===== src/rtl/grid_mesh_normals_core_defines.svh =====
// ---------------------------------------------------------------------------
// Grid mesh normals assertion macros
// Shared concurrent assertion forms, clocked on clock and held off in reset.
// ---------------------------------------------------------------------------
`ifndef GRID_MESH_NORMALS_CORE_DEFINES_SVH
`define GRID_MESH_NORMALS_CORE_DEFINES_SVH

// Same-cycle implication.
`define GMN_ASSERT_IMP(label, ante, cons, msg) \
   label: assert property (@(posedge clock) disable iff (reset) (ante) |-> (cons)) \
      else $error(msg);

// Next-cycle implication.
`define GMN_ASSERT_NXT(label, ante, cons, msg) \
   label: assert property (@(posedge clock) disable iff (reset) (ante) |=> (cons)) \
      else $error(msg);

`endif


===== src/rtl/gmn_pkg.sv =====
// ---------------------------------------------------------------------------
// Grid mesh normals package
// Sizes, codes and the command and status words between control and datapath.
// ---------------------------------------------------------------------------
package gmn_pkg;

   // Grid storage geometry.
   localparam int MAX_COLS    = 64;
   localparam int MAX_ROWS    = 64;
   localparam int STORE_DEPTH = MAX_COLS * MAX_ROWS;
   localparam int ADDR_W      = $clog2(STORE_DEPTH);

   // Field and arithmetic widths.
   localparam int IDX_W   = 6;
   localparam int DIM_W   = 7;
   localparam int COORD_W = 32;
   localparam int DIFF_W  = 33;
   localparam int PROD_W  = 65;
   localparam int CROSS_W = 67;
   localparam int MAG_W   = 66;
   localparam int M_W     = 16;
   localparam int SQ_W    = 32;
   localparam int SSUM_W  = 34;
   localparam int REM_W   = 35;
   localparam int QUO_W   = 31;
   localparam int ROOT_W  = 32;
   localparam int NRM_W   = 16;
   localparam int ACC_W   = 18;
   localparam int AVG_W   = 17;
   localparam int CNT_W   = 3;

   // Iteration counts of the serial units.
   localparam int MUL_STEPS  = DIFF_W;
   localparam int DIV_STEPS  = QUO_W;
   localparam int SQRT_STEPS = 16;
   localparam int STEP_W     = $clog2(MUL_STEPS);

   // Top weight of the square root and the reciprocal of three.
   localparam logic [ROOT_W-1:0] SQRT_TOP    = ROOT_W'(1) << (2 * SQRT_STEPS - 2);
   localparam logic [AVG_W-1:0]  RECIP3      = AVG_W'(43691);
   localparam int                RECIP3_SHIFT = 17;

   // Request operations.
   localparam logic OP_WRITE = 1'b0;
   localparam logic OP_READ  = 1'b1;

   // Configuration register indexes.
   localparam logic [1:0] CSR_COLS = 2'd0;
   localparam logic [1:0] CSR_ROWS = 2'd1;
   localparam logic [1:0] CSR_MODE = 2'd2;

   // Result status codes.
   typedef enum logic [1:0] {
      ST_OK       = 2'd0,
      ST_NO_FACES = 2'd1,
      ST_RANGE    = 2'd2
   } status_type;

   // Datapath operations.
   typedef enum logic [4:0] {
      DOP_NONE, DOP_CLEAR, DOP_CAPTURE, DOP_MUL_INIT, DOP_MUL_STEP, DOP_MUL_ACC,
      DOP_MAG, DOP_NORM, DOP_SQUARE, DOP_SUM, DOP_DIV_INIT, DOP_DIV_STEP,
      DOP_SQRT_INIT, DOP_SQRT_STEP, DOP_ACCUM, DOP_FACE_DONE, DOP_AVG, DOP_LOAD_OUT
   } dp_op_type;

   typedef struct packed {
      dp_op_type  op;
      logic [2:0] idx;
      status_type status;
      logic       use_avg;
   } dp_cmd_type;

   typedef struct packed {
      logic zero;
      logic norm_ok;
   } dp_stat_type;

   typedef struct packed {
      logic signed [COORD_W-1:0] z;
      logic signed [COORD_W-1:0] y;
      logic signed [COORD_W-1:0] x;
   } vertex_type;

endpackage


===== src/rtl/gmn_dp.sv =====
// ---------------------------------------------------------------------------
// Grid mesh normals datapath
// Quad diagonals, serial cross product, scaling, divider, square root and
// averaging, stepped one operation per cycle by the controller.
// ---------------------------------------------------------------------------
`include "grid_mesh_normals_core_defines.svh"

module gmn_dp import gmn_pkg::*; (
   input  logic                    clock,
   input  logic                    reset,
   input  dp_cmd_type              cmd,
   output dp_stat_type             stat,
   input  vertex_type              rd_data,
   output logic [1:0]              out_status,
   output logic signed [NRM_W-1:0] out_nx,
   output logic signed [NRM_W-1:0] out_ny,
   output logic signed [NRM_W-1:0] out_nz
);

   logic signed [COORD_W-1:0] vtx_ff [4][3];
   logic signed [DIFF_W-1:0]  v1 [3];
   logic signed [DIFF_W-1:0]  v2 [3];
   logic signed [DIFF_W-1:0]  op_a;
   logic signed [DIFF_W-1:0]  op_b;
   logic [PROD_W-1:0]         mcand_ff;
   logic [DIFF_W-1:0]         mplier_ff;
   logic [PROD_W-1:0]         prod_ff;
   logic                      pneg_ff;
   logic signed [CROSS_W-1:0] sprod;
   logic signed [CROSS_W-1:0] cr_ff [3];
   logic [MAG_W-1:0]          mag_ff [3];
   logic                      neg_ff [3];
   logic [MAG_W-1:0]          or_all;
   logic [SQ_W-1:0]           sq_ff [3];
   logic [SSUM_W-1:0]         s_ff;
   logic [REM_W-1:0]          rem_ff;
   logic [REM_W-1:0]          rem_sh;
   logic                      rem_ge;
   logic                      dbit_ff;
   logic [QUO_W-1:0]          quo_ff;
   logic [ROOT_W-1:0]         x_ff;
   logic [ROOT_W-1:0]         root_ff;
   logic [ROOT_W-1:0]         bit_ff;
   logic [ROOT_W-1:0]         root_try;
   logic [AVG_W-1:0]          round_sum;
   logic [NRM_W-1:0]          kmag;
   logic signed [ACC_W-1:0]   sum_ff [3];
   logic [CNT_W-1:0]          cnt_ff;
   logic [AVG_W-1:0]          avg_a;
   logic [AVG_W-1:0]          avg_q;
   logic [2*AVG_W-1:0]        avg_p;
   logic signed [NRM_W-1:0]   avg_ff [3];
   logic [1:0]                status_ff;
   logic signed [NRM_W-1:0]   nrm_ff [3];
   logic [1:0]                cidx;
   logic [1:0]                pidx;

   assign cidx = cmd.idx[1:0];
   assign pidx = cmd.idx[2:1];

   // Diagonals P11 - P00 and P10 - P01.
   always_comb begin
      for (int i = 0; i < 3; i++) begin
         v1[i] = DIFF_W'(vtx_ff[3][i]) - DIFF_W'(vtx_ff[0][i]);
         v2[i] = DIFF_W'(vtx_ff[2][i]) - DIFF_W'(vtx_ff[1][i]);
      end
   end

   // Operand pair of each cross product term.
   always_comb begin
      unique case (cmd.idx)
         3'd0: begin op_a = v1[1]; op_b = v2[2]; end
         3'd1: begin op_a = v1[2]; op_b = v2[1]; end
         3'd2: begin op_a = v1[2]; op_b = v2[0]; end
         3'd3: begin op_a = v1[0]; op_b = v2[2]; end
         3'd4: begin op_a = v1[0]; op_b = v2[1]; end
         3'd5: begin op_a = v1[1]; op_b = v2[0]; end
         default: begin op_a = '0; op_b = '0; end
      endcase
   end

   // Signed product and scaling status.
   assign sprod = pneg_ff ? -$signed(CROSS_W'(prod_ff)) : $signed(CROSS_W'(prod_ff));
   assign or_all = mag_ff[0] | mag_ff[1] | mag_ff[2];
   assign stat.zero = (or_all == '0);
   assign stat.norm_ok = (or_all[MAG_W-1:M_W] == '0);

   // Divider and square root step logic.
   assign rem_sh = {rem_ff[REM_W-2:0], dbit_ff};
   assign rem_ge = (rem_sh >= REM_W'(s_ff));
   assign root_try = root_ff + bit_ff;
   assign round_sum = AVG_W'(root_ff[AVG_W-1:0]) + AVG_W'(1);
   assign kmag = round_sum[AVG_W-1:1];

   // Average of the accumulated face normals, rounded half away from zero.
   always_comb begin
      avg_a = (sum_ff[cidx] < 0) ? AVG_W'(-sum_ff[cidx]) : AVG_W'(sum_ff[cidx]);
      avg_a = avg_a + AVG_W'(cnt_ff >> 1);
      avg_p = (2*AVG_W)'(avg_a) * (2*AVG_W)'(RECIP3);
      unique case (cnt_ff)
         3'd1:    avg_q = avg_a;
         3'd2:    avg_q = avg_a >> 1;
         3'd3:    avg_q = avg_p[RECIP3_SHIFT +: AVG_W];
         3'd4:    avg_q = avg_a >> 2;
         default: avg_q = '0;
      endcase
   end

   // Operation registers.
   always_ff @(posedge clock) begin
      unique case (cmd.op)
         DOP_CLEAR: begin
            for (int i = 0; i < 3; i++) sum_ff[i] <= '0;
            cnt_ff <= '0;
         end
         DOP_CAPTURE: begin
            vtx_ff[cidx][0] <= rd_data.x;
            vtx_ff[cidx][1] <= rd_data.y;
            vtx_ff[cidx][2] <= rd_data.z;
         end
         DOP_MUL_INIT: begin
            mcand_ff  <= PROD_W'(op_a[DIFF_W-1] ? DIFF_W'(-op_a) : DIFF_W'(op_a));
            mplier_ff <= op_b[DIFF_W-1] ? DIFF_W'(-op_b) : DIFF_W'(op_b);
            prod_ff   <= '0;
            pneg_ff   <= op_a[DIFF_W-1] ^ op_b[DIFF_W-1];
         end
         DOP_MUL_STEP: begin
            if (mplier_ff[0]) prod_ff <= prod_ff + mcand_ff;
            mcand_ff  <= mcand_ff << 1;
            mplier_ff <= mplier_ff >> 1;
         end
         DOP_MUL_ACC: begin
            if (!cmd.idx[0]) cr_ff[pidx] <= sprod;
            else cr_ff[pidx] <= cr_ff[pidx] - sprod;
         end
         DOP_MAG: begin
            for (int i = 0; i < 3; i++) begin
               mag_ff[i] <= cr_ff[i][CROSS_W-1] ? MAG_W'(-cr_ff[i]) : MAG_W'(cr_ff[i]);
               neg_ff[i] <= cr_ff[i][CROSS_W-1];
            end
         end
         DOP_NORM: begin
            // Coarse steps while far above the 16-bit target, then single bits.
            for (int i = 0; i < 3; i++) begin
               if (or_all[MAG_W-1:24] != '0) mag_ff[i] <= mag_ff[i] >> 8;
               else mag_ff[i] <= mag_ff[i] >> 1;
            end
         end
         DOP_SQUARE: begin
            sq_ff[cidx] <= SQ_W'(mag_ff[cidx][M_W-1:0]) * SQ_W'(mag_ff[cidx][M_W-1:0]);
         end
         DOP_SUM: begin
            s_ff <= SSUM_W'(sq_ff[0]) + SSUM_W'(sq_ff[1]) + SSUM_W'(sq_ff[2]);
         end
         DOP_DIV_INIT: begin
            rem_ff  <= REM_W'(sq_ff[cidx][SQ_W-1:1]);
            dbit_ff <= sq_ff[cidx][0];
            quo_ff  <= '0;
         end
         DOP_DIV_STEP: begin
            rem_ff  <= rem_ge ? rem_sh - REM_W'(s_ff) : rem_sh;
            quo_ff  <= {quo_ff[QUO_W-2:0], rem_ge};
            dbit_ff <= 1'b0;
         end
         DOP_SQRT_INIT: begin
            x_ff    <= ROOT_W'(quo_ff);
            root_ff <= '0;
            bit_ff  <= SQRT_TOP;
         end
         DOP_SQRT_STEP: begin
            if (x_ff >= root_try) begin
               x_ff    <= x_ff - root_try;
               root_ff <= (root_ff >> 1) + bit_ff;
            end else begin
               root_ff <= root_ff >> 1;
            end
            bit_ff <= bit_ff >> 2;
         end
         DOP_ACCUM: begin
            if (neg_ff[cidx]) sum_ff[cidx] <= sum_ff[cidx] - ACC_W'(kmag);
            else sum_ff[cidx] <= sum_ff[cidx] + ACC_W'(kmag);
         end
         DOP_FACE_DONE: begin
            cnt_ff <= cnt_ff + CNT_W'(1);
         end
         DOP_AVG: begin
            avg_ff[cidx] <= (sum_ff[cidx] < 0) ? -NRM_W'(avg_q) : NRM_W'(avg_q);
         end
         DOP_LOAD_OUT: begin
            status_ff <= cmd.status;
            for (int i = 0; i < 3; i++) nrm_ff[i] <= cmd.use_avg ? avg_ff[i] : '0;
         end
         default: begin
         end
      endcase
   end

   assign out_status = status_ff;
   assign out_nx = nrm_ff[0];
   assign out_ny = nrm_ff[1];
   assign out_nz = nrm_ff[2];

   // Checks on the arithmetic sequence.
   `GMN_ASSERT_IMP(a_avg_count, cmd.op == DOP_AVG, cnt_ff != '0 && cnt_ff <= CNT_W'(4), "face count out of range at average")
   `GMN_ASSERT_IMP(a_root_range, cmd.op == DOP_ACCUM, root_ff <= ROOT_W'(32768), "square root above unit scale")
   `GMN_ASSERT_IMP(a_div_nonzero, cmd.op == DOP_DIV_STEP, s_ff != '0, "divide by zero sum of squares")

endmodule


===== config.mk =====
export PLATFORM = sky130hd
export DESIGN_NAME = gmn_dp
export DESIGN_NICKNAME = d
export VERILOG_FILES = /design/src/rtl/gmn_pkg.sv /design/src/rtl/gmn_dp.sv
export VERILOG_INCLUDE_DIRS = /design/src /design/src/rtl
export SDC_FILE = /design/constraint.sdc
export NUM_CORES = 2
export LEC_CHECK = 0
export BUFFER_PORTS_ARGS = -buffer_cell sky130_fd_sc_hd__buf_2
export CAP_MARGIN = 30
export CORE_MARGIN = 10
export CORE_UTILIZATION = 43
export DETAILED_ROUTE_END_ITERATION = 16
export HOLD_SLACK_MARGIN = 0.02
export PLACE_DENSITY = 0.63
export SETUP_SLACK_MARGIN = 0.2
export SLEW_MARGIN = 40
export SYNTH_ARGS = -nofsm -noshare
export SYNTH_HDL_FRONTEND = slang
export SYNTH_SLANG_ARGS = --single-unit

===== constraint.sdc =====
create_clock -name clock -period 48.6 [get_ports clock]
set_input_delay 9.72 -clock clock [delete_from_list [all_inputs] [get_ports clock]]
set_output_delay 9.72 -clock clock [all_outputs]
set_load 0.01 [all_outputs]

==> flow_summary.json <==
{
  "criticalPathCategory": "primary input to flip-flop",
  "grt_pass1_vias": 73000,
  "antenna_found_initial": 15,
  "cts_hold_buf": 0,
  "ys.warnings.count": 0,
  "status": "complete, no violations",
  "p_per_area_nw_per_um2": 41.6,
  "nFillCells": 21400,
  "tns_ns": 0,
  "drive_gt1_frac": 0.0804,
  "ys.flop_type": "edfxtp_1",
  "grt_max_degree": 107,
  "leakagePower_nw": 43.8,
  "ys_seq_area_frac": 0.442,
  "multiInputGateArea_um2": 52800,
  "final_max_slew_viol_count": 0,
  "synth.distinct_cells": 100,
  "pwr-share-clk": 0.269,
  "skew_ns": 0.0647,
  "cts_buffers": 170,
  "r2r-start": "sum_ff[0][1]",
  "syn_area_per_cell_um2": 10.6,
  "synth_area_leader_cell": "edfxtp_1",
  "die_w_um": 506,
  "crit_fanout": 46,
  "final-seq-area_um2": 44900,
  "worst_slack_ns": 28.25,
  "htreeDepth": 4,
  "grt_pass1_wl_um": 406000,
  "synth_edf_count": 1493,
  "setup_violations": 0,
  "power.switching_mw": 1.68,
  "dp_worst_setup_slack_ns": 27.44,
  "r2r_cells": 33,
  "io_buffer_count": 159,
  "hold_depth": 2,
  "critPathMaxStageDelay_ns": 0.65,
  "arrival_ns": 20.96,
  "max_freq_mhz": 49.2,
  "combPwrFrac": 0.396,
  "routed_wl_um": 257000,
  "min_from": "mplier_ff[31]",
  "whs_ns": 0.509,
  "power.internal_mw": 2.98,
  "relSlewSlack": 0.397,
  "first_iter_violations": 6237,
  "critPathBufInv": 7,
  "drt-vias-per-instance": 5.63,
  "core_area_um2": 235000,
  "boundaryPins": 161,
  "whs_endpoint": "mplier_ff[30]",
  "syn-cell-area_um2": 102000,
  "cts.clk_slew.worst_paths_ns": 0.06,
  "dieArea_um2": 256000,
  "ys_ff_latch": 1494,
  "cts-root-buf": "clkbuf_16",
  "fin_crit_sh": 0.419,
  "num_rows": 178,
  "r2r_slack_ns": 37.61,
  "vias": 73100,
  "post_cts_resized": 0,
  "hpwl_um": 195000,
  "grt_usage": 0.195,
  "min_path_type": "flip-flop to flip-flop",
  "post-route-drc-count": 0,
  "cp-end-kind": "flip-flop",
  "initial_utilization": 0.432,
  "start_kind": "primary input",
  "p_seq_frac": 0.336,
  "layout_commonest_cell": "edfxtp_1",
  "die_h_um": 506,
  "worst_slew_pin_slew_ns": 0.896,
  "clk_latency_ns": 0.85,
  "cap_violations": 0,
  "first_pass_iters": 5,
  "rsz0062_at_grt": "false",
  "r2r_end": "avg_ff[0][15]",
  "critPathTopFamily": "adder cells",
  "cp.required_ns": 49.22,
  "ant_nets": 0,
  "fin_nets": 10800,
  "hold_violations": 0,
  "slowest_stage": "mux4_2",
  "synth_cells": 9560,
  "ir_drop_mv": 0.128,
  "swShare": 0.361,
  "wl_per_cell_um": 19.8,
  "clockBufferDepth": 3,
  "cts_tree": "done",
  "synth_area_leaders": "edfxtp_1, ha_1, fa_1",
  "overflow": 0,
  "cts_setup_buffers": 0,
  "layout_common_cells": "edfxtp_1, nand2_1, inv_1",
  "synth.top_cell.area_share": 0.441,
  "globalplace.congestion": 0.902,
  "clkSinkCount": 1494,
  "period_needed_ns": 20.35,
  "syn2layout_area_growth_pct": 10.1,
  "async_flop_share": 0
}
worst max path at each step:
stage,startpoint,to,slack (ns),cells past startpoint
detailed placement,cmd[3],avg_ff[0][15],27.44,34
CTS,cmd[3],avg_ff[0][15],28.28,34
floorplan,cmd[7],mag_ff[0][0],24.26,3
global route,cmd[3],avg_ff[0][15],27.59,34
global placement,cmd[3],avg_ff[0][15],27.21,34
finish,cmd[3],avg_ff[0][15],28.25,34
cell families (layout without fill, tap and decap cells):
group / Yosys count / after routing / synth area share
DFF: 1494 / 1494 / 0.442
xor gates and xnor gates: 831 / 831 / 0.0719
and+or+nand+nor: 2623 / 2623 / 0.122
buffers and inverters: 1120 / 1389 / 0.0416
adders and majority gates: 1001 / 1001 / 0.145
other: 1 / 8 / 0.0000369
muxes: 201 / 201 / 0.0343
AOI/OAI and AO/OA: 2289 / 2289 / 0.144
worst reg2reg max path: cells and delay by family (launching register included):
family,cells,cell delay [ns]
adder cells (fa/ha/maj),8,3.69
AO/OA/AOI/OAI,12,3.56
AND/OR/NAND/NOR,5,1.37
XOR/XNOR,2,0.83
multiplexers,1,0.59
buffers and inverters,5,0.37
flip-flops,1,0.36
power groups by stage:
| stage | sequential, mW | combinational (mW) | clock (mW) |
|---|---|---|---|
| final | 1.56 | 1.84 | 1.25 |
| after global routing | 1.56 | 2.09 | 1.33 |
| after CTS | 1.56 | 1.86 | 1.28 |
| after detailed placement | 1.59 | 1.84 | 0 |
| after global placement | 1.59 | 1.80 | 0 |
| after floorplan | 1.59 | 1.35 | 0 |
registers in the layout, indices dropped and copies added (netlist names), 65 cells and up:
signal / cells
mcand_ff: 65
prod_ff: 65
vtx_ff: 384
cr_ff: 268
sq_ff: 124
sum_ff: 72
mag_ff: 198
routing by layer:
layer,vias up,GRT usage,share of wire
met4,18,0.0567,0.028
met1,35500,0.257,0.44
met2,1981,0.333,0.48
met5,-,0,0.00042
li1,35200,-,-
met3,454,0.0301,0.057
through the flow:
step	power (mW)	std cells	utilization	cell area, µm²
after floorplan	2.94	9562	-	102000
after global placement	3.39	12700	0.451	106000
after detailed placement	3.43	12700	0.452	106000
after CTS	4.70	13000	0.475	112000
after global routing	4.99	13000	0.476	112000
final	4.66	13000	0.476	112000
Yosys cell counts (89+ instances only):
master    count
nand3_1     142
mux4_2      117
a211oi_1    123
clkbuf_1    266
and2_1      127
a21oi_1     591
nor2_1      754
a31oi_1     118
xnor2_1     374
edfxtp_1   1493
o31ai_1     106
or3_1        90
fa_1        287
nand2_1     828
o21ai_0     562
ha_1        714
a21o_1      205
nor3_1      127
xor2_1      453
nor2b_1      89
inv_1       802
layout make-up:
cell class	count	share of cell area
diodes	5	0.000112
clock buffers	207	0.0398
clock inverters	106	0.00911
inverters	808	0.0271
multi-input cells	6948	0.472
flip-flops and latches	1494	0.401
well taps	3150	0.0352
repair buffers	268	0.0160
Power figures use the tool's default switching activity.
