**config.mk**
```make
export PLATFORM = sky130hd
export DESIGN_NAME = gmn_ctrl
export DESIGN_NICKNAME = d
export VERILOG_FILES = /design/src/rtl/gmn_pkg.sv /design/src/rtl/gmn_ctrl.sv
export VERILOG_INCLUDE_DIRS = /design/src /design/src/rtl
export SDC_FILE = /design/constraint.sdc
export NUM_CORES = 1
export LEC_CHECK = 0
export ABC_CLOCK_PERIOD_IN_PS = 4900
export BUFFER_PORTS_ARGS = -buffer_cell sky130_fd_sc_hd__buf_4
export CORE_ASPECT_RATIO = 0.7
export CORE_UTILIZATION = 59
export DETAILED_ROUTE_END_ITERATION = 16
export PLACE_DENSITY = 0.81
export SYNTH_ARGS = -nofsm -noshare
export SYNTH_HDL_FRONTEND = slang
export SYNTH_SLANG_ARGS = --single-unit
```
**constraint.sdc**
```tcl
create_clock -name clock -period 4.9 [get_ports clock]
set_input_delay 0.735 -clock clock [delete_from_list [all_inputs] [get_ports clock]]
set_output_delay 0.735 -clock clock [all_outputs]
set_load 0.005 [all_outputs]
```
**src/rtl/grid_mesh_normals_core_defines.svh**
```systemverilog
// ---------------------------------------------------------------------------
// Grid mesh normals assertion macros
// Shared concurrent assertion forms, clocked on clock and held off in reset.
// ---------------------------------------------------------------------------
`ifndef GRID_MESH_NORMALS_CORE_DEFINES_SVH
`define GRID_MESH_NORMALS_CORE_DEFINES_SVH

// Same-cycle implication.
`define GMN_ASSERT_IMP(label, ante, cons, msg) \
   label: assert property (@(posedge clock) disable iff (reset) (ante) |-> (cons)) \
      else $error(msg);

// Next-cycle implication.
`define GMN_ASSERT_NXT(label, ante, cons, msg) \
   label: assert property (@(posedge clock) disable iff (reset) (ante) |=> (cons)) \
      else $error(msg);

`endif

```
**src/rtl/gmn_pkg.sv**
```systemverilog
// ---------------------------------------------------------------------------
// Grid mesh normals package
// Sizes, codes and the command and status words between control and datapath.
// ---------------------------------------------------------------------------
package gmn_pkg;

   // Grid storage geometry.
   localparam int MAX_COLS    = 64;
   localparam int MAX_ROWS    = 64;
   localparam int STORE_DEPTH = MAX_COLS * MAX_ROWS;
   localparam int ADDR_W      = $clog2(STORE_DEPTH);

   // Field and arithmetic widths.
   localparam int IDX_W   = 6;
   localparam int DIM_W   = 7;
   localparam int COORD_W = 32;
   localparam int DIFF_W  = 33;
   localparam int PROD_W  = 65;
   localparam int CROSS_W = 67;
   localparam int MAG_W   = 66;
   localparam int M_W     = 16;
   localparam int SQ_W    = 32;
   localparam int SSUM_W  = 34;
   localparam int REM_W   = 35;
   localparam int QUO_W   = 31;
   localparam int ROOT_W  = 32;
   localparam int NRM_W   = 16;
   localparam int ACC_W   = 18;
   localparam int AVG_W   = 17;
   localparam int CNT_W   = 3;

   // Iteration counts of the serial units.
   localparam int MUL_STEPS  = DIFF_W;
   localparam int DIV_STEPS  = QUO_W;
   localparam int SQRT_STEPS = 16;
   localparam int STEP_W     = $clog2(MUL_STEPS);

   // Top weight of the square root and the reciprocal of three.
   localparam logic [ROOT_W-1:0] SQRT_TOP    = ROOT_W'(1) << (2 * SQRT_STEPS - 2);
   localparam logic [AVG_W-1:0]  RECIP3      = AVG_W'(43691);
   localparam int                RECIP3_SHIFT = 17;

   // Request operations.
   localparam logic OP_WRITE = 1'b0;
   localparam logic OP_READ  = 1'b1;

   // Configuration register indexes.
   localparam logic [1:0] CSR_COLS = 2'd0;
   localparam logic [1:0] CSR_ROWS = 2'd1;
   localparam logic [1:0] CSR_MODE = 2'd2;

   // Result status codes.
   typedef enum logic [1:0] {
      ST_OK       = 2'd0,
      ST_NO_FACES = 2'd1,
      ST_RANGE    = 2'd2
   } status_type;

   // Datapath operations.
   typedef enum logic [4:0] {
      DOP_NONE, DOP_CLEAR, DOP_CAPTURE, DOP_MUL_INIT, DOP_MUL_STEP, DOP_MUL_ACC,
      DOP_MAG, DOP_NORM, DOP_SQUARE, DOP_SUM, DOP_DIV_INIT, DOP_DIV_STEP,
      DOP_SQRT_INIT, DOP_SQRT_STEP, DOP_ACCUM, DOP_FACE_DONE, DOP_AVG, DOP_LOAD_OUT
   } dp_op_type;

   typedef struct packed {
      dp_op_type  op;
      logic [2:0] idx;
      status_type status;
      logic       use_avg;
   } dp_cmd_type;

   typedef struct packed {
      logic zero;
      logic norm_ok;
   } dp_stat_type;

   typedef struct packed {
      logic signed [COORD_W-1:0] z;
      logic signed [COORD_W-1:0] y;
      logic signed [COORD_W-1:0] x;
   } vertex_type;

endpackage

```
**src/rtl/gmn_ctrl.sv**
```systemverilog
// ---------------------------------------------------------------------------
// Grid mesh normals controller
// Configuration registers, request decode, vertex addressing and the
// sequencer that steps the datapath through each face.
// ---------------------------------------------------------------------------
`include "grid_mesh_normals_core_defines.svh"

module gmn_ctrl import gmn_pkg::*; (
   input  logic              clock,
   input  logic              reset,
   input  logic              req_tvalid,
   output logic              req_tready,
   input  logic              req_op,
   input  logic [IDX_W-1:0]  req_row,
   input  logic [IDX_W-1:0]  req_col,
   input  logic              csr_valid,
   output logic              csr_ready,
   input  logic [1:0]        csr_index,
   input  logic [DIM_W-1:0]  csr_data,
   output logic              rsp_valid,
   input  logic              rsp_tready,
   output logic              st_wr_en,
   output logic [ADDR_W-1:0] st_wr_addr,
   output logic [ADDR_W-1:0] st_rd_addr,
   output dp_cmd_type        cmd,
   input  dp_stat_type       stat
);

   typedef enum logic [17:0] {
      S_IDLE  = 18'h00001, S_SEL   = 18'h00002, S_FETCH = 18'h00004,
      S_MULI  = 18'h00008, S_MULS  = 18'h00010, S_MULA  = 18'h00020,
      S_MAG   = 18'h00040, S_NORM  = 18'h00080, S_SQ    = 18'h00100,
      S_SUM   = 18'h00200, S_DIVI  = 18'h00400, S_DIVS  = 18'h00800,
      S_SQI   = 18'h01000, S_SQS   = 18'h02000, S_ACC   = 18'h04000,
      S_FDONE = 18'h08000, S_AVG   = 18'h10000, S_OUT   = 18'h20000
   } state_type;

   state_type          state_ff, state_in;
   logic [DIM_W-1:0]   cols_ff, cols_in, rows_ff, rows_in;
   logic               mode_ff, mode_in, vmode_ff, vmode_in;
   logic [IDX_W-1:0]   row_ff, row_in, col_ff, col_in;
   logic [IDX_W-1:0]   fr_ff, fr_in, fc_ff, fc_in;
   logic [1:0]         cand_ff, cand_in, comp_ff, comp_in;
   logic [2:0]         prod_ff, prod_in;
   logic [STEP_W-1:0]  step_ff, step_in;
   logic               rsp_valid_ff, rsp_valid_in;
   logic [DIM_W-1:0]   ec, er, sel_r, sel_c;
   logic               req_acc, out_free, in_grid, last, sel_ok;

   function automatic logic [ADDR_W-1:0] vaddr(input logic [IDX_W-1:0] r,
                                               input logic [IDX_W-1:0] c);
      vaddr = ADDR_W'(r) * ADDR_W'(MAX_COLS) + ADDR_W'(c);
   endfunction

   // Effective grid size, clamped to the store.
   assign ec = (cols_ff > DIM_W'(MAX_COLS)) ? DIM_W'(MAX_COLS) : cols_ff;
   assign er = (rows_ff > DIM_W'(MAX_ROWS)) ? DIM_W'(MAX_ROWS) : rows_ff;

   assign out_free   = !rsp_valid_ff || rsp_tready;
   assign req_tready = (state_ff == S_IDLE) && out_free;
   assign req_acc    = req_tvalid && req_tready;
   assign csr_ready  = 1'b1;
   assign rsp_valid  = rsp_valid_ff;
   assign in_grid    = (DIM_W'(req_row) < er) && (DIM_W'(req_col) < ec);
   assign st_wr_addr = vaddr(req_row, req_col);
   assign last       = !vmode_ff || (cand_ff == 2'd3);

   // Candidate face around the vertex; candidate bit low means one step back.
   always_comb begin
      if (!vmode_ff) begin
         sel_r  = DIM_W'(row_ff);
         sel_c  = DIM_W'(col_ff);
         sel_ok = 1'b1;
      end else begin
         sel_r  = DIM_W'(row_ff) - DIM_W'(!cand_ff[1]);
         sel_c  = DIM_W'(col_ff) - DIM_W'(!cand_ff[0]);
         sel_ok = !(!cand_ff[1] && row_ff == '0) && !(!cand_ff[0] && col_ff == '0)
                  && (sel_r < er - DIM_W'(1)) && (sel_c < ec - DIM_W'(1));
      end
   end

   // Vertex fetch order: P00, P01, P10, P11.
   assign st_rd_addr = vaddr(fr_ff + IDX_W'(step_ff[1]), fc_ff + IDX_W'(step_ff[0]));

   // Sequencer.
   always_comb begin
      state_in = state_ff;
      cols_in  = cols_ff;
      rows_in  = rows_ff;
      mode_in  = mode_ff;
      vmode_in = vmode_ff;
      row_in   = row_ff;
      col_in   = col_ff;
      fr_in    = fr_ff;
      fc_in    = fc_ff;
      cand_in  = cand_ff;
      comp_in  = comp_ff;
      prod_in  = prod_ff;
      step_in  = step_ff;
      st_wr_en = 1'b0;
      cmd      = '{op: DOP_NONE, idx: 3'd0, status: ST_OK, use_avg: 1'b0};

      // Register writes must arrive only while idle; the block itself does not enforce this.
      if (csr_valid) begin
         unique case (csr_index)
            CSR_COLS: cols_in = csr_data;
            CSR_ROWS: rows_in = csr_data;
            CSR_MODE: mode_in = csr_data[0];
            default: begin
            end
         endcase
      end

      unique case (state_ff)
         S_IDLE: begin
            if (req_acc) begin
               cmd.op = DOP_LOAD_OUT;
               priority if (req_op == OP_WRITE) begin
                  st_wr_en   = in_grid;
                  cmd.status = in_grid ? ST_OK : ST_RANGE;
               end else if (ec < DIM_W'(2) || er < DIM_W'(2)) begin
                  cmd.status = ST_NO_FACES;
               end else if (!mode_ff && (DIM_W'(req_row) >= er - DIM_W'(1)
                                         || DIM_W'(req_col) >= ec - DIM_W'(1))) begin
                  cmd.status = ST_RANGE;
               end else if (mode_ff && !in_grid) begin
                  cmd.status = ST_RANGE;
               end else begin
                  cmd.op   = DOP_CLEAR;
                  row_in   = req_row;
                  col_in   = req_col;
                  vmode_in = mode_ff;
                  cand_in  = '0;
                  state_in = S_SEL;
               end
            end
         end
         S_SEL: begin
            priority if (sel_ok) begin
               fr_in    = sel_r[IDX_W-1:0];
               fc_in    = sel_c[IDX_W-1:0];
               step_in  = '0;
               state_in = S_FETCH;
            end else if (last) begin
               comp_in  = '0;
               state_in = S_AVG;
            end else begin
               cand_in = cand_ff + 2'd1;
            end
         end
         S_FETCH: begin
            if (step_ff != '0) begin
               cmd.op  = DOP_CAPTURE;
               cmd.idx = 3'(step_ff - STEP_W'(1));
            end
            if (step_ff == STEP_W'(4)) begin
               prod_in  = '0;
               state_in = S_MULI;
            end else begin
               step_in = step_ff + STEP_W'(1);
            end
         end
         S_MULI: begin
            cmd.op   = DOP_MUL_INIT;
            cmd.idx  = prod_ff;
            step_in  = '0;
            state_in = S_MULS;
         end
         S_MULS: begin
            cmd.op = DOP_MUL_STEP;
            if (step_ff == STEP_W'(MUL_STEPS - 1)) state_in = S_MULA;
            else step_in = step_ff + STEP_W'(1);
         end
         S_MULA: begin
            cmd.op  = DOP_MUL_ACC;
            cmd.idx = prod_ff;
            if (prod_ff == 3'd5) begin
               state_in = S_MAG;
            end else begin
               prod_in  = prod_ff + 3'd1;
               state_in = S_MULI;
            end
         end
         S_MAG: begin
            cmd.op   = DOP_MAG;
            state_in = S_NORM;
         end
         S_NORM: begin
            priority if (stat.zero) begin
               state_in = S_FDONE;
            end else if (stat.norm_ok) begin
               comp_in  = '0;
               state_in = S_SQ;
            end else begin
               cmd.op = DOP_NORM;
            end
         end
         S_SQ: begin
            cmd.op  = DOP_SQUARE;
            cmd.idx = 3'(comp_ff);
            if (comp_ff == 2'd2) state_in = S_SUM;
            else comp_in = comp_ff + 2'd1;
         end
         S_SUM: begin
            cmd.op   = DOP_SUM;
            comp_in  = '0;
            state_in = S_DIVI;
         end
         S_DIVI: begin
            cmd.op   = DOP_DIV_INIT;
            cmd.idx  = 3'(comp_ff);
            step_in  = '0;
            state_in = S_DIVS;
         end
         S_DIVS: begin
            cmd.op = DOP_DIV_STEP;
            if (step_ff == STEP_W'(DIV_STEPS - 1)) state_in = S_SQI;
            else step_in = step_ff + STEP_W'(1);
         end
         S_SQI: begin
            cmd.op   = DOP_SQRT_INIT;
            step_in  = '0;
            state_in = S_SQS;
         end
         S_SQS: begin
            cmd.op = DOP_SQRT_STEP;
            if (step_ff == STEP_W'(SQRT_STEPS - 1)) state_in = S_ACC;
            else step_in = step_ff + STEP_W'(1);
         end
         S_ACC: begin
            cmd.op  = DOP_ACCUM;
            cmd.idx = 3'(comp_ff);
            if (comp_ff == 2'd2) begin
               state_in = S_FDONE;
            end else begin
               comp_in  = comp_ff + 2'd1;
               state_in = S_DIVI;
            end
         end
         S_FDONE: begin
            cmd.op = DOP_FACE_DONE;
            if (last) begin
               comp_in  = '0;
               state_in = S_AVG;
            end else begin
               cand_in  = cand_ff + 2'd1;
               state_in = S_SEL;
            end
         end
         S_AVG: begin
            cmd.op  = DOP_AVG;
            cmd.idx = 3'(comp_ff);
            if (comp_ff == 2'd2) state_in = S_OUT;
            else comp_in = comp_ff + 2'd1;
         end
         S_OUT: begin
            if (out_free) begin
               cmd.op      = DOP_LOAD_OUT;
               cmd.status  = ST_OK;
               cmd.use_avg = 1'b1;
               state_in    = S_IDLE;
            end
         end
         default: begin
            state_in = S_IDLE;
         end
      endcase

      rsp_valid_in = (rsp_valid_ff && !rsp_tready) || (cmd.op == DOP_LOAD_OUT);
   end

   always_ff @(posedge clock) begin
      if (reset) begin
         state_ff     <= S_IDLE;
         cols_ff      <= DIM_W'(2);
         rows_ff      <= DIM_W'(2);
         mode_ff      <= 1'b0;
         vmode_ff     <= 1'b0;
         cand_ff      <= '0;
         comp_ff      <= '0;
         prod_ff      <= '0;
         step_ff      <= '0;
         rsp_valid_ff <= 1'b0;
      end else begin
         state_ff     <= state_in;
         cols_ff      <= cols_in;
         rows_ff      <= rows_in;
         mode_ff      <= mode_in;
         vmode_ff     <= vmode_in;
         cand_ff      <= cand_in;
         comp_ff      <= comp_in;
         prod_ff      <= prod_in;
         step_ff      <= step_in;
         rsp_valid_ff <= rsp_valid_in;
      end
   end

   // Address registers carry no reset.
   always_ff @(posedge clock) begin
      row_ff <= row_in;
      col_ff <= col_in;
      fr_ff  <= fr_in;
      fc_ff  <= fc_in;
   end

   // Checks on sequencing.
   `GMN_ASSERT_IMP(a_load_free, cmd.op == DOP_LOAD_OUT, !rsp_valid_ff || rsp_tready, "result overwritten before taken")
   `GMN_ASSERT_NXT(a_load_valid, cmd.op == DOP_LOAD_OUT, rsp_valid_ff, "loaded result not presented")
   `GMN_ASSERT_IMP(a_face_in_grid, state_ff == S_FETCH, DIM_W'(fr_ff) < er - DIM_W'(1) && DIM_W'(fc_ff) < ec - DIM_W'(1), "fetching a face outside the grid")

endmodule

```
==> results_dict.tcl <==
set metrics [dict create \
    status "completed" \
    syn_inst 624 \
    grt_antenna_before_repair 0 \
    grt_max_degree 38 \
    yosys_warnings 0 \
    crit_arrival_ns 3.75 \
    clock-sinks 72 \
    final_hold_viol_count 0 \
    drc 0 \
    power_leakage_nw 2.55 \
    cts-root-buf "clkbuf_16" \
    dieArea_mm2 0.00954 \
    syn-num-nets 697 \
    yosysTopAreaCellShare 0.178 \
    layout_min_cycle_time_ns 4.48 \
    cts_buffers 9 \
    ys_async_sr_fraction 0 \
    grt_pass1_vias 4503 \
    fin_tns_setup_ns 0 \
    period_share 0.915 \
    vias_per_cell 6.27 \
    path_class "flop to output port" \
    ant_nets 0 \
    synth_edf_count 24 \
    netlist_area_mm2 0.00540 \
    ctsHoldBuffers 0 \
    rsz0062_at_grt "false" \
    place_congestion 0.941 \
    setup_slack_ns 0.417 \
    min_path_type "flop to flop" \
    cts_tree "yes" \
    synth_area_leaders "dfxtp_1 18%, edfxtp_1 13%, ha_1 10%, nor2_1 4.8%, mux2i_1 3.3%" \
    ios 68 \
    avgSynthCellArea_um2 8.65 \
    cts_resized 0 \
    setup_violations 0 \
    post-place-ws_ns 0.822 \
    tightestPinTransition_ns 0.854 \
    rows 28 \
    fmax_ghz 0.223 \
    die_x_um 116 \
    final_cell_mix "69 x nor2_1, 68 x buf_4, 48 x dfxtp_1, 44 x nand2_1, 44 x ha_1" \
    grtUsageTotal 0.320 \
    path_max_fanout 15 \
    mostFrequentLayoutCell "nor2_1" \
    grt_first_pass_wirelength_mm 23.1 \
    nNetsFinal 744 \
    antennaDiodeCount 0 \
    cp.required_ns 4.16 \
    drtPass1Iterations 5 \
    slew_headroom 0.427 \
    htreeDepth 3 \
    irDropWorstVdd_mv 0.226 \
    end_kind "output port" \
    finalMaxSlewViolations 0 \
    ys_types 78 \
    core-area_mm2 0.00865 \
    wire_per_inst_um 18.0 \
    timing.hold.ws_ns 0.504 \
    portBuffers 66 \
    wl_mm 14.3 \
    max-cap-violations 0 \
    clk_pin_slew_ns 0.06 \
    area_growth_pct 14.7 \
    die_y_um 82.0 \
    ys_seq_area_frac 0.312 \
    power_density_mw_per_mm2 291 \
    start_kind "flop" \
    yosysTopAreaCell "dfxtp_1" \
    initial_core_util 0.624 \
    grt_overflow 0 \
    insertion_delay_ns 0.34 \
    clock_tree.buffer_depth 2 \
    drtIter0Drc 493 \
    ys_seq_elements 72 \
    ys.flop_type "dfxtp_1" \
    clock_skew_ns 0.00700 \
    design_power_total_mw 1.80 \
    dp_hpwl_mm 10.9 \
    drive_gt1_frac 0.166 \
    via_count 4991 \
    cts_setup_buffers 0 \
]
==> flip-flops by register name (all words and copies together) (netlist names) <==
name / cells
state_ff: 18
cols_ff: 7
rows_ff: 7
col_ff: 6
fc_ff: 6
fr_ff: 6
row_ff: 6
step_ff: 6
prod_ff: 3
cand_ff: 2
comp_ff: 2
mode_ff: 1
rsp_valid: 1
vmode_ff: 1
==> layer usage <==
metal,vias up,GRT usage,share of wire
li1,2377,-,-
met1,2336,0.473,0.49
met2,253,0.451,0.41
met4,0,0.0949,0.016
met5,-,0,0
met3,25,0.0797,0.087
==> through the flow <==
stage	util	instances	instance area, um2
after global placement	0.680	780	5880
final	0.715	796	6190
after floorplan	-	624	5400
after global routing	0.715	796	6190
after CTS	0.715	796	6190
after detailed placement	0.680	780	5880
==> synth_stat cells, drive strengths merged, types with 10 or more instances <==
master and instances:
edfxtp 24, nand3 17, buf 16, or3 10, nor2 69, nand2 44, dfxtp 48, nor3 23
xor2 19, o21ai 26, nor3b 14, nor4 14, inv 30, xnor2 12, mux2i 18, a21oi 30
clkbuf 16, ha 44, nand2b 23
==> area by class of cell <==
type,instances,area [um2]
Tap cell,120,150
Inverter,30,113
Fill cell,670,2460
Multi-Input combinational cell,490,3430
Timing Repair Buffer,68,510
Clock buffer,11,253
Sequential cell,72,1680
Clock inverter,5,55.1
==> cells by family after synthesis <==
| logic type | synth area share |
|---|---|
| adders and majority gates | 0.102 |
| other | 0.000695 |
| xor gates and xnor gates | 0.0503 |
| AOI/OAI and AO/OA | 0.157 |
| muxes | 0.0355 |
| buffers and inverters | 0.0533 |
| and+or+nand+nor | 0.289 |
| DFF | 0.312 |
==> worst max-delay path: stages, from the launching register on <==
cell	delay, ns
dfxtp_1	0.54
nand2b_1	0.26
ha_1	0.34
xor2_1	0.24
ha_1	0.26
or2_2	0.27
a21oi_1	0.19
o21ai_0	0.12
a221oi_2	0.32
a2111oi_4	0.11
a211oi_2	0.28
nor2_1	0.06
nor2_1	0.19
nand2_1	0.09
buf_4	0.14
==> final timing paths <==
kind,startpoint,to,slack (ns),depth (start not counted)
setup / recovery,cols_ff[6],cmd[10],0.42,14
hold / removal,cand_ff[0],cand_ff[0],0.50,2
setup reg to reg,rows_ff[6],comp_ff[0],1.04,11
hold reg to reg,cand_ff[0],cand_ff[0],0.50,2
==> report_power, final <==
part           total, mW  internal (mW)  switching [mW]
combinational      0.451          0.194           0.257
clock              0.677          0.420           0.257
sequential         0.671          0.640          0.0302
total               1.80           1.25           0.544
Note: power is estimated with default switching activity, not from simulation.
